--- config.mk ---
export PLATFORM = sky130hd
export DESIGN_NAME = colored_noise_generator
export DESIGN_NICKNAME = d
export VERILOG_FILES = /design/src/hw/rtl/cng_pkg.sv /design/src/hw/rtl/cng_ctrl.sv /design/src/hw/rtl/cng_dp.sv /design/src/hw/rtl/colored_noise_generator.sv
export SDC_FILE = /design/constraint.sdc
export NUM_CORES = 2
export LEC_CHECK = 0
export ABC_AREA = 1
export BUFFER_PORTS_ARGS = -buffer_cell sky130_fd_sc_hd__buf_4
export CAP_MARGIN = 5
export CORE_UTILIZATION = 60
export DETAILED_ROUTE_END_ITERATION = 10
export PLACE_DENSITY = 0.72
export SLEW_MARGIN = 20
export SYNTH_ARGS = -nofsm -noshare
export SYNTH_HDL_FRONTEND = slang
export SYNTH_SLANG_ARGS = --single-unit
--- constraint.sdc ---
create_clock -name clock -period 9.2 [get_ports clock]
set_input_delay 0.92 -clock clock [delete_from_list [all_inputs] [get_ports clock]]
set_output_delay 0.92 -clock clock [all_outputs]
set_load 0.1 [all_outputs]
--- src/hw/rtl/cng_pkg.sv ---
`timescale 1ns / 1ps

package cng_pkg;

   localparam int FRAC       = 24;
   localparam int COEF_W     = 27;
   localparam int WHITE_W    = 25;
   localparam int TAP_N      = 7;
   localparam int TAP_IDX_W  = 3;
   localparam int STEP_W     = 5;
   localparam int CSR_ADDR_W = 3;
   localparam int CSR_DATA_W = 32;

   localparam logic        CSR_SEED_IDX = 1'b0;
   localparam logic [31:0] SEED_RESET   = 32'd1;
   localparam logic [31:0] LCG_MUL      = 32'd1664525;
   localparam logic [31:0] LCG_INC      = 32'd1013904223;

   typedef logic signed [COEF_W-1:0] coef_type;

   localparam coef_type K_DIRECT    = 27'sd8995943;
   localparam coef_type K_TAP6      = 27'sd1944916;
   localparam coef_type K_PINK_OUT  = 27'sd1845494;
   localparam coef_type K_BROWN_IN  = 27'sd335544;
   localparam coef_type K_INV_102   = 27'sd16448251;
   localparam coef_type K_BROWN_OUT = 27'sd58720256;
   localparam coef_type K_WHITE_OUT = 27'sd5872026;

   typedef enum logic [1:0] {
      COLOR_WHITE     = 2'd0,
      COLOR_PINK      = 2'd1,
      COLOR_BROWN     = 2'd2,
      COLOR_ALT_WHITE = 2'd3
   } color_type;

   typedef enum logic [2:0] {
      SRC_WHITE,
      SRC_TAP,
      SRC_BROWN,
      SRC_TMP,
      SRC_SUM
   } src_type;

   typedef enum logic [3:0] {
      CF_KEEP,
      CF_GAIN,
      CF_DIRECT,
      CF_TAP6,
      CF_PINK_OUT,
      CF_BROWN_IN,
      CF_INV_102,
      CF_BROWN_OUT,
      CF_WHITE_OUT
   } coef_sel_type;

   typedef enum logic [2:0] {
      OP_NONE,
      OP_SUM_INIT,
      OP_TMP_LOAD,
      OP_TAP_STORE,
      OP_TAP6_STORE,
      OP_BROWN_ADD,
      OP_BROWN_STORE
   } op_type;

   typedef struct packed {
      logic                 lcg_step;
      logic                 mul_en;
      src_type              src;
      coef_sel_type         coef;
      op_type               op;
      logic [TAP_IDX_W-1:0] idx;
      logic                 load_out;
   } cmd_type;

   typedef struct packed {
      logic out_free;
   } status_type;

   function automatic coef_type tap_keep(input logic [TAP_IDX_W-1:0] idx);
      coef_type c;
      unique case (idx)
         3'd0: c = 27'sd16758090;
         3'd1: c = 27'sd16665144;
         3'd2: c = 27'sd16257122;
         3'd3: c = 27'sd14537458;
         3'd4: c = 27'sd9227469;
         3'd5: c = -27'sd12777528;
         default: c = '0;
      endcase
      return c;
   endfunction

   function automatic coef_type tap_gain(input logic [TAP_IDX_W-1:0] idx);
      coef_type c;
      unique case (idx)
         3'd0: c = 27'sd931436;
         3'd1: c = 27'sd1259565;
         3'd2: c = 27'sd2581208;
         3'd3: c = 27'sd5209084;
         3'd4: c = 27'sd8941454;
         3'd5: c = -27'sd283501;
         default: c = '0;
      endcase
      return c;
   endfunction

   function automatic coef_type coef_value(input coef_sel_type sel,
                                           input logic [TAP_IDX_W-1:0] idx);
      coef_type c;
      unique case (sel)
         CF_KEEP:      c = tap_keep(idx);
         CF_GAIN:      c = tap_gain(idx);
         CF_DIRECT:    c = K_DIRECT;
         CF_TAP6:      c = K_TAP6;
         CF_PINK_OUT:  c = K_PINK_OUT;
         CF_BROWN_IN:  c = K_BROWN_IN;
         CF_INV_102:   c = K_INV_102;
         CF_BROWN_OUT: c = K_BROWN_OUT;
         CF_WHITE_OUT: c = K_WHITE_OUT;
         default:      c = '0;
      endcase
      return c;
   endfunction

endpackage

--- src/hw/rtl/cng_ctrl.sv ---
`timescale 1ns / 1ps

module cng_ctrl import cng_pkg::*; (
   input  logic       clock,
   input  logic       reset,
   input  logic       req_valid,
   input  logic [1:0] req_color,
   output logic       req_ready,
   input  status_type status,
   output cmd_type    cmd
);

   typedef enum logic [2:0] {
      ST_IDLE,
      ST_LCG,
      ST_RUN,
      ST_FLUSH,
      ST_PUSH
   } state_type;

   localparam logic [STEP_W-1:0] WHITE_LAST     = 5'd0;
   localparam logic [STEP_W-1:0] BROWN_DIV_STEP = 5'd3;
   localparam logic [STEP_W-1:0] BROWN_LAST     = 5'd6;
   localparam logic [STEP_W-1:0] PINK_PAIR_END  = 5'd12;
   localparam logic [STEP_W-1:0] PINK_TAP6_STEP = 5'd13;
   localparam logic [STEP_W-1:0] PINK_LAST      = 5'd16;

   state_type         state_ff;
   logic [STEP_W-1:0] step_ff;
   color_type         color_ff;
   logic              req_ready_ff;

   logic [STEP_W-1:0] last_step;
   logic [STEP_W-1:0] step_m1;

   assign req_ready = req_ready_ff;
   assign step_m1   = step_ff - STEP_W'(1);

   always_comb begin
      unique case (color_ff)
         COLOR_PINK:      last_step = PINK_LAST;
         COLOR_BROWN:     last_step = BROWN_LAST;
         COLOR_WHITE:     last_step = WHITE_LAST;
         COLOR_ALT_WHITE: last_step = WHITE_LAST;
         default:         last_step = WHITE_LAST;
      endcase
   end

   // issue schedule; each product passes through the lo/hi and mres registers before its result is used
   always_comb begin
      cmd          = '0;
      cmd.src      = SRC_WHITE;
      cmd.coef     = CF_WHITE_OUT;
      cmd.op       = OP_NONE;
      cmd.lcg_step = (state_ff == ST_LCG);
      cmd.load_out = (state_ff == ST_PUSH) && status.out_free;
      if (state_ff == ST_RUN) begin
         unique case (color_ff)
            COLOR_PINK: begin
               priority if (step_ff == '0) begin
                  cmd.mul_en = 1'b1;
                  cmd.coef   = CF_DIRECT;
                  cmd.op     = OP_SUM_INIT;
               end else if (step_ff <= PINK_PAIR_END) begin
                  cmd.mul_en = 1'b1;
                  cmd.idx    = step_m1[TAP_IDX_W:1];
                  if (step_ff[0]) begin
                     cmd.src  = SRC_TAP;
                     cmd.coef = CF_KEEP;
                     cmd.op   = OP_TMP_LOAD;
                  end else begin
                     cmd.coef = CF_GAIN;
                     cmd.op   = OP_TAP_STORE;
                  end
               end else if (step_ff == PINK_TAP6_STEP) begin
                  cmd.mul_en = 1'b1;
                  cmd.coef   = CF_TAP6;
                  cmd.op     = OP_TAP6_STORE;
               end else if (step_ff == PINK_LAST) begin
                  cmd.mul_en = 1'b1;
                  cmd.src    = SRC_SUM;
                  cmd.coef   = CF_PINK_OUT;
               end else begin
                  cmd.mul_en = 1'b0;
               end
            end
            COLOR_BROWN: begin
               priority if (step_ff == '0) begin
                  cmd.mul_en = 1'b1;
                  cmd.coef   = CF_BROWN_IN;
                  cmd.op     = OP_BROWN_ADD;
               end else if (step_ff == BROWN_DIV_STEP) begin
                  cmd.mul_en = 1'b1;
                  cmd.src    = SRC_TMP;
                  cmd.coef   = CF_INV_102;
                  cmd.op     = OP_BROWN_STORE;
               end else if (step_ff == BROWN_LAST) begin
                  cmd.mul_en = 1'b1;
                  cmd.src    = SRC_BROWN;
                  cmd.coef   = CF_BROWN_OUT;
               end else begin
                  cmd.mul_en = 1'b0;
               end
            end
            COLOR_WHITE, COLOR_ALT_WHITE: begin
               cmd.mul_en = (step_ff == '0);
            end
            default: begin
               cmd.mul_en = 1'b0;
            end
         endcase
      end
   end

   always_ff @(posedge clock) begin
      if (reset) begin
         state_ff     <= ST_IDLE;
         step_ff      <= '0;
         color_ff     <= COLOR_WHITE;
         req_ready_ff <= 1'b1;
      end else begin
         unique case (state_ff)
            ST_IDLE: begin
               if (req_valid && req_ready_ff) begin
                  color_ff     <= color_type'(req_color);
                  req_ready_ff <= 1'b0;
                  state_ff     <= ST_LCG;
               end
            end
            ST_LCG: begin
               step_ff  <= '0;
               state_ff <= ST_RUN;
            end
            ST_RUN: begin
               step_ff <= step_ff + STEP_W'(1);
               if (step_ff == last_step) begin
                  state_ff <= ST_FLUSH;
               end
            end
            ST_FLUSH: begin
               state_ff <= ST_PUSH;
            end
            ST_PUSH: begin
               // hold until the output register can take the sample
               if (status.out_free) begin
                  req_ready_ff <= 1'b1;
                  state_ff     <= ST_IDLE;
               end
            end
            default: begin
               state_ff <= ST_IDLE;
            end
         endcase
      end
   end

endmodule

--- src/hw/rtl/cng_dp.sv ---
`timescale 1ns / 1ps

module cng_dp import cng_pkg::*; #(
   parameter int OUT_WIDTH = 24,
   parameter int ACC_WIDTH = 32
) (
   input  logic                        clock,
   input  logic                        reset,
   input  logic                        csr_psel,
   input  logic                        csr_penable,
   input  logic                        csr_pwrite,
   input  logic [CSR_ADDR_W-1:0]       csr_paddr,
   input  logic [CSR_DATA_W-1:0]       csr_pwdata,
   output logic [CSR_DATA_W-1:0]       csr_prdata,
   input  cmd_type                     cmd,
   output status_type                  status,
   output logic                        rsp_valid,
   input  logic                        rsp_ready,
   output logic signed [OUT_WIDTH-1:0] rsp_sample
);

   localparam int OPW     = ACC_WIDTH + 3;
   localparam int HIW     = OPW - FRAC;
   localparam int LOW_P   = FRAC + 1 + COEF_W;
   localparam int HIP     = HIW + COEF_W;
   localparam int RW      = OPW + 4;
   localparam int EW      = RW + 12;
   localparam int RS      = (OUT_WIDTH <= 29) ? (29 - OUT_WIDTH) : 0;
   localparam int LS      = (OUT_WIDTH > 29) ? (OUT_WIDTH - 29) : 0;
   localparam int RS_HALF = (1 << RS) >> 1;

   localparam logic signed [RW-1:0] ACC_MAX = {{(RW-ACC_WIDTH+1){1'b0}}, {(ACC_WIDTH-1){1'b1}}};
   localparam logic signed [RW-1:0] ACC_MIN = ~ACC_MAX;
   localparam logic signed [EW-1:0] V40_MAX = {{(EW-39){1'b0}}, {39{1'b1}}};
   localparam logic signed [EW-1:0] V40_MIN = ~V40_MAX;
   localparam logic signed [EW-1:0] OUT_MAX = {{(EW-OUT_WIDTH+1){1'b0}}, {(OUT_WIDTH-1){1'b1}}};
   localparam logic signed [EW-1:0] OUT_MIN = ~OUT_MAX;

   logic [31:0]                  seed_ff;
   logic [31:0]                  lcg_ff;
   logic signed [ACC_WIDTH-1:0]  taps_ff [TAP_N];
   logic signed [ACC_WIDTH-1:0]  brown_ff;
   logic signed [RW-1:0]         tmp_ff;
   logic signed [OPW-1:0]        sum_ff;
   logic signed [ACC_WIDTH-1:0]  newtap_ff;
   logic                         newtap_vld_ff;
   logic signed [LOW_P-1:0]      lo_ff;
   logic signed [HIP-1:0]        hi_ff;
   logic signed [RW-1:0]         mres_ff;
   logic                         op1_vld_ff;
   op_type                       op1_op_ff;
   logic [TAP_IDX_W-1:0]         op1_idx_ff;
   logic                         op2_vld_ff;
   op_type                       op2_op_ff;
   logic [TAP_IDX_W-1:0]         op2_idx_ff;
   logic signed [OUT_WIDTH-1:0]  rsp_sample_ff;
   logic                         rsp_valid_ff;

   logic [31:0]                  lcg_in;
   logic signed [WHITE_W-1:0]    white;
   logic signed [OPW-1:0]        opa;
   coef_type                     coef;
   logic signed [LOW_P-1:0]      lo_in;
   logic signed [HIP-1:0]        hi_in;
   logic signed [LOW_P-1:0]      lo_rnd;
   logic signed [RW-1:0]         mres_in;
   logic signed [RW-1:0]         pair_sum;
   logic signed [ACC_WIDTH-1:0]  tap_new;
   logic signed [OUT_WIDTH-1:0]  sample_in;
   logic                         cfg_wr;
   logic                         cfg_hit;

   function automatic logic signed [ACC_WIDTH-1:0] sat_acc(input logic signed [RW-1:0] v);
      logic signed [ACC_WIDTH-1:0] r;
      if (v > ACC_MAX) begin
         r = ACC_WIDTH'(ACC_MAX);
      end else if (v < ACC_MIN) begin
         r = ACC_WIDTH'(ACC_MIN);
      end else begin
         r = ACC_WIDTH'(v);
      end
      return r;
   endfunction

   function automatic logic signed [OUT_WIDTH-1:0] to_out(input logic signed [RW-1:0] v);
      logic signed [EW-1:0] ve;
      logic signed [EW-1:0] vs;
      logic signed [OUT_WIDTH-1:0] r;
      ve = EW'(v);
      if (RS > 0) begin
         vs = (ve + EW'(RS_HALF)) >>> RS;
      end else begin
         if (ve > V40_MAX) begin
            ve = V40_MAX;
         end else if (ve < V40_MIN) begin
            ve = V40_MIN;
         end
         vs = ve <<< LS;
      end
      if (vs > OUT_MAX) begin
         r = OUT_WIDTH'(OUT_MAX);
      end else if (vs < OUT_MIN) begin
         r = OUT_WIDTH'(OUT_MIN);
      end else begin
         r = OUT_WIDTH'(vs);
      end
      return r;
   endfunction

   assign cfg_hit    = (csr_paddr[CSR_ADDR_W-1] == CSR_SEED_IDX);
   assign cfg_wr     = csr_psel && csr_penable && csr_pwrite && cfg_hit;
   assign csr_prdata = cfg_hit ? seed_ff : '0;

   assign lcg_in = lcg_ff * LCG_MUL + LCG_INC;
   // (x - 2^31) >> 7 with floor: flip the top bit and drop seven
   assign white  = $signed({~lcg_ff[31], lcg_ff[30:7]});

   always_comb begin
      unique case (cmd.src)
         SRC_WHITE: opa = OPW'(white);
         SRC_TAP:   opa = OPW'(taps_ff[cmd.idx]);
         SRC_BROWN: opa = OPW'(brown_ff);
         SRC_TMP:   opa = $signed(tmp_ff[OPW-1:0]);
         SRC_SUM:   opa = sum_ff;
         default:   opa = '0;
      endcase
   end

   // split the operand at the binary point: low part unsigned, high part signed
   assign coef    = coef_value(cmd.coef, cmd.idx);
   assign lo_in   = $signed({1'b0, opa[FRAC-1:0]}) * coef;
   assign hi_in   = $signed(opa[OPW-1:FRAC]) * coef;
   assign lo_rnd  = (lo_ff + LOW_P'(1 << (FRAC - 1))) >>> FRAC;
   assign mres_in = RW'(hi_ff) + RW'(lo_rnd);

   assign pair_sum  = tmp_ff + mres_ff;
   assign tap_new   = sat_acc(pair_sum);
   assign sample_in = to_out(mres_ff);

   assign status.out_free = !rsp_valid_ff || rsp_ready;
   assign rsp_valid       = rsp_valid_ff;
   assign rsp_sample      = rsp_sample_ff;

   always_ff @(posedge clock) begin
      if (reset) begin
         seed_ff       <= SEED_RESET;
         lcg_ff        <= SEED_RESET;
         brown_ff      <= '0;
         for (int i = 0; i < TAP_N; i++) begin
            taps_ff[i] <= '0;
         end
         op1_vld_ff    <= 1'b0;
         op2_vld_ff    <= 1'b0;
         newtap_vld_ff <= 1'b0;
         rsp_valid_ff  <= 1'b0;
      end else begin
         op1_vld_ff    <= cmd.mul_en;
         op2_vld_ff    <= op1_vld_ff;
         newtap_vld_ff <= op2_vld_ff && (op2_op_ff == OP_TAP_STORE);
         if (cmd.lcg_step) begin
            lcg_ff <= lcg_in;
         end
         if (op2_vld_ff) begin
            unique case (op2_op_ff)
               OP_TAP_STORE:   taps_ff[op2_idx_ff] <= tap_new;
               OP_TAP6_STORE:  taps_ff[TAP_N-1] <= sat_acc(mres_ff);
               OP_BROWN_STORE: brown_ff <= sat_acc(mres_ff);
               default: ;
            endcase
         end
         if (cfg_wr) begin
            seed_ff  <= csr_pwdata;
            lcg_ff   <= (csr_pwdata == '0) ? SEED_RESET : csr_pwdata;
            brown_ff <= '0;
            for (int i = 0; i < TAP_N; i++) begin
               taps_ff[i] <= '0;
            end
         end
         if (cmd.load_out) begin
            rsp_valid_ff <= 1'b1;
         end else if (rsp_ready) begin
            rsp_valid_ff <= 1'b0;
         end
      end
   end

   always_ff @(posedge clock) begin
      if (cmd.mul_en) begin
         lo_ff      <= lo_in;
         hi_ff      <= hi_in;
         op1_op_ff  <= cmd.op;
         op1_idx_ff <= cmd.idx;
      end
      if (op1_vld_ff) begin
         mres_ff    <= mres_in;
         op2_op_ff  <= op1_op_ff;
         op2_idx_ff <= op1_idx_ff;
      end
      // fold each freshly stored tap into the pink sum in the cycle after its store
      if (newtap_vld_ff) begin
         sum_ff <= sum_ff + OPW'(newtap_ff);
      end
      if (op2_vld_ff) begin
         unique case (op2_op_ff)
            OP_SUM_INIT:  sum_ff <= OPW'(mres_ff) + OPW'(taps_ff[TAP_N-1]);
            OP_TMP_LOAD:  tmp_ff <= mres_ff;
            OP_BROWN_ADD: tmp_ff <= RW'(brown_ff) + mres_ff;
            OP_TAP_STORE: newtap_ff <= tap_new;
            default: ;
         endcase
      end
      if (cmd.load_out) begin
         rsp_sample_ff <= sample_in;
      end
   end

endmodule

--- src/hw/rtl/colored_noise_generator.sv ---
`timescale 1ns / 1ps

// Colored noise source. Each req item advances a 32-bit LCG and returns one rsp item: white
// (req_color 0 or 3), pink through a seven-tap filter (1) or brown from a leaky integrator (2),
// as a signed sample with four integer bits and OUT_WIDTH-5 fraction bits. Internal state is
// ACC_WIDTH-bit fixed point with 24 fraction bits. One item is in work at a time; a finished
// sample waits in the output register while the next item is accepted. After acceptance an
// item steps the LCG, issues its products and flushes before its sample is loaded into the
// output register, and the next item can be accepted once the sample is loaded. The schedule
// is set by the single shared fixed-point multiplier, which starts one product per cycle,
// and by the brown path's chain of three dependent products. Writing the seed register (byte
// address 0) reloads the generator, zero loaded as one, and clears the pink and brown state;
// write it only while no item is in work.

module colored_noise_generator import cng_pkg::*; #(
   parameter int OUT_WIDTH = 24,
   parameter int ACC_WIDTH = 32
) (
   input  logic                        clock,
   input  logic                        reset,
   input  logic                        req_valid,
   output logic                        req_ready,
   input  logic [1:0]                  req_color,
   output logic                        rsp_valid,
   input  logic                        rsp_ready,
   output logic signed [OUT_WIDTH-1:0] rsp_sample,
   input  logic                        csr_psel,
   input  logic                        csr_penable,
   input  logic                        csr_pwrite,
   input  logic [CSR_ADDR_W-1:0]       csr_paddr,
   input  logic [CSR_DATA_W-1:0]       csr_pwdata,
   output logic [CSR_DATA_W-1:0]       csr_prdata,
   output logic                        csr_pready
);

   cmd_type    cmd;
   status_type status;

   assign csr_pready = 1'b1;

   cng_ctrl u_ctrl (
      .clock     (clock),
      .reset     (reset),
      .req_valid (req_valid),
      .req_color (req_color),
      .req_ready (req_ready),
      .status    (status),
      .cmd       (cmd)
   );

   cng_dp #(
      .OUT_WIDTH (OUT_WIDTH),
      .ACC_WIDTH (ACC_WIDTH)
   ) u_dp (
      .clock       (clock),
      .reset       (reset),
      .csr_psel    (csr_psel),
      .csr_penable (csr_penable),
      .csr_pwrite  (csr_pwrite),
      .csr_paddr   (csr_paddr),
      .csr_pwdata  (csr_pwdata),
      .csr_prdata  (csr_prdata),
      .cmd         (cmd),
      .status      (status),
      .rsp_valid   (rsp_valid),
      .rsp_ready   (rsp_ready),
      .rsp_sample  (rsp_sample)
   );

endmodule

==> summary.md <==
| Metric | Value |
|---|---|
| Synth Register Bits | 615 |
| CTS root buf | clkbuf_16 |
| Area Overhead vs Synth | 9.66% |
| Register-to-register setup slack | 0.21 ns |
| Die Span X | 365 um |
| Commonest non-fill, non-tap cell in the layout | inv_1 |
| Setup TNS | 0 ns |
| # port buffers | 99 |
| Synth Area in Compound Gates | 10.3% |
| Height of the die | 365 um |
| Clock-pin slew on the worst setup and hold paths | 0.06 ns |
| Drt total wl | 281000 um |
| Slew Limit Fails | 0 |
| Rel. slew slack | 21.3% |
| Commonest cells after routing, fill and taps aside | inv_1, nand2_1, fa_1 |
| Largest net degree at the start of global routing | 74 |
| Final worst path period need | 8.99 ns |
| Max Fanout on Critical Path | 20 |
| Status | finished clean |
| Adder-Cell Fraction of Synth Area | 36.4% |
| Placer Congestion | 1.06 |
| Worst path most repeated cell | fa_1 |
| Mapped Nets | 11400 |
| Setup ws final | 0.209 ns |
| Detailed Routing Iterations Pass 1 | 8 |
| Post-Syn Area | 79100 sq um |
| Slowest cell on the critical path | fa_2 |
| Mapped Cells | 9700 |
| Fraction of layout cells with a size suffix above 1 | 8.59% |
| NumNets Final | 11600 |
| DP Area | 83200 sq um |
| Delay of the slowest critical-path stage | 0.57 ns |
| Register area share after synthesis | 21.5% |
| Layout filler cell count | 11000 |
| I/O Pins | 103 |
| Ys async rst share | 0% |
| Final Hold Viols | 0 |
| Pre-CTS WS | -0.0785 ns |
| Avg Cell Area, Syn | 8.16 sq um |
| # DRC | 0 |
| Gr ovfl total | 0 |
| CP required | 9.64 ns |
| YS warnings | 0 |
| Vias in the first global route | 68800 |
| Worst skew pair latency | 0.71 ns |
| Final Cycle Share | 97.7% |
| Arrival @ worst endpoint | 9.43 ns |
| Slew @ Worst Pin | 1.18 ns |
| Initial core utilization | 60.8% |
| Main combinational cell family by area after synthesis | adder cells |
| Final hold slack | 0.422 ns |
| First-pass GRT wire length | 417000 um |
| Maximum buffer depth of the clock tree | 3 |
| Worst Setup Path Type | reg2reg |
| Design area | 86700 sq um |
| Final setup viols | 0 |
| Maxcap violations | 0 |
| Post-route ant nets | 0 |
| Timing-limited maximum frequency | 111 MHz |
| Initial antenna violation count | 2 |
| GRT Util Overall | 42.4% |
| Total Die Area | 133000 sq um |
| Xor/xnor cell area share of the yosys netlist | 2.86% |
| Hold crit path type | reg2reg |
| Via count of the routed design | 69000 |
| Post-Synth Simple-Gate Area | 16.9% |
| CTS Hold Bufs | 0 |
| Netlist cell types | 70 |
| Startpoint types | flip-flop |
| CTS tree | built |
| Multiplexer area fraction after synthesis | 0% |
| Main synth FF type | edfxtp_1 |
| Clk_skew | 0.0444 ns |
| Total CTS buffers | 71 |
| Rows | 132 |
| CORE AREA | 130000 sq um |
| Dpl hpwl | 224000 um |
| H-tree levels | 3 |
| DR WL/cell | 24.0 um |
| Crit path capture type | flip-flop |
| DRT iter0 DRCs | 7607 |
| Post-synth EDFFs | 469 |
| Via/cell ratio | 5.90 |
| Clock sink count | 615 |
## worst paths after layout
kind | startpoint | end | cells past startpoint
setup / recovery | u_ctrl.step_ff[0]$_SDFFE_PP0P_ | u_dp.lo_ff[50]$_DFFE_PP_ | 37
hold / removal | u_dp.op1_idx_ff[2]$_DFFE_PP_ | u_dp.op2_idx_ff[2]$_DFFE_PP_ | 0
setup reg to reg | u_ctrl.step_ff[0]$_SDFFE_PP0P_ | u_dp.lo_ff[50]$_DFFE_PP_ | 37
hold reg to reg | u_dp.op1_idx_ff[2]$_DFFE_PP_ | u_dp.op2_idx_ff[2]$_DFFE_PP_ | 0
## worst max-delay path: cells and delay by family, from the launching register on
kind / cells / cell delay [ns]
AND/OR/NAND/NOR: 11 / 1.41
flip-flops: 1 / 0.40
adder cells (fa/ha/maj): 9 / 4.09
AO/OA/AOI/OAI: 5 / 1.32
buffers and inverters: 12 / 1.45
## cells by family after synthesis
family	after synthesis
and+or+nand+nor	3254
AOI/OAI and AO/OA	1414
adders and majority gates	1652
DFF	615
other	1
buffers and inverters	2506
xor gates and xnor gates	258
## synthesized netlist by cell type (13+ instances only)
cell	count	share of area, %
a31oi_1	84	0.66
o221ai_1	16	0.18
clkbuf_1	163	0.77
xnor2_1	94	1.0
nand3_1	226	1.4
nand3b_1	13	0.12
o22ai_1	161	1.3
buf_2	110	0.70
inv_1	2131	10
o21bai_1	25	0.24
o211ai_1	17	0.16
nor3_1	72	0.46
nand2_2	15	0.12
a21o_1	31	0.29
edfxtp_1	469	18
nand2_1	1885	8.9
nor2_1	841	4.0
dfxtp_1	146	3.7
nand4_1	63	0.50
o21ai_0	438	2.8
o21a_1	30	0.28
or2_2	41	0.32
fa_1	1080	27
inv_2	73	0.35
xor2_1	164	1.8
nor4_1	37	0.29
a221oi_1	41	0.45
a22oi_1	14	0.13
ha_1	572	9.0
a21oi_1	489	3.1
## per-stage QoR
| stage | instances | utilization, % |
|---|---|---|
| 6_report | 11700 | 66.7 |
| 5_1_grt | 11700 | 66.6 |
| 4_1_cts | 11700 | 65.9 |
| 3_5_place_dp | 11500 | 64.0 |
| 3_3_place_gp | 11500 | 64.0 |
| 2_1_floorplan | 9700 | - |
## metal layers
layer  up-vias  share of wire, %  global-route usage [%]
met3       835                11                    9.88
met1     33400                38                    55.8
met2      3991                43                    64.3
met4         0               6.8                    24.8
met5         -                 0                       0
li1      30800                 -                       -
## final cells by class
class,instances,area [sq um],share of cell area (%)
multi-input cells,6580,53100,61.2
flip-flops and latches,615,17000,19.6
inverters,2214,8380,9.66
repair buffers,423,3600,4.15
well taps,1742,2180,2.51
clock buffers,81,1860,2.14
clock inverters,51,614,0.708
diodes,3,7.51,0.00865
## timing repair
action	in CTS	in global routing
setup buffers	1	27
endpoints found under the setup margin	10	42
resized for setup	7	183
gates cloned	0	4
pin swaps	0	14
## flip-flops by register name (all words and copies together) (netlist names), 5 cells and up
register and flops:
u_ctrl.step_ff 5, u_dp.brown_ff 32, u_dp.hi_ff 38, u_dp.lcg_ff 32
u_dp.lo_ff 29, u_dp.mres_ff 39, u_dp.newtap_ff 32, u_dp.rsp_sample 24
u_dp.seed_ff 32, u_dp.sum_ff 35, u_dp.taps_ff 256, u_dp.tmp_ff 39
Power is left out: the tool's default activity adds up to more than one toggle a clock period on the data nets, which glitch-free logic cannot reach.
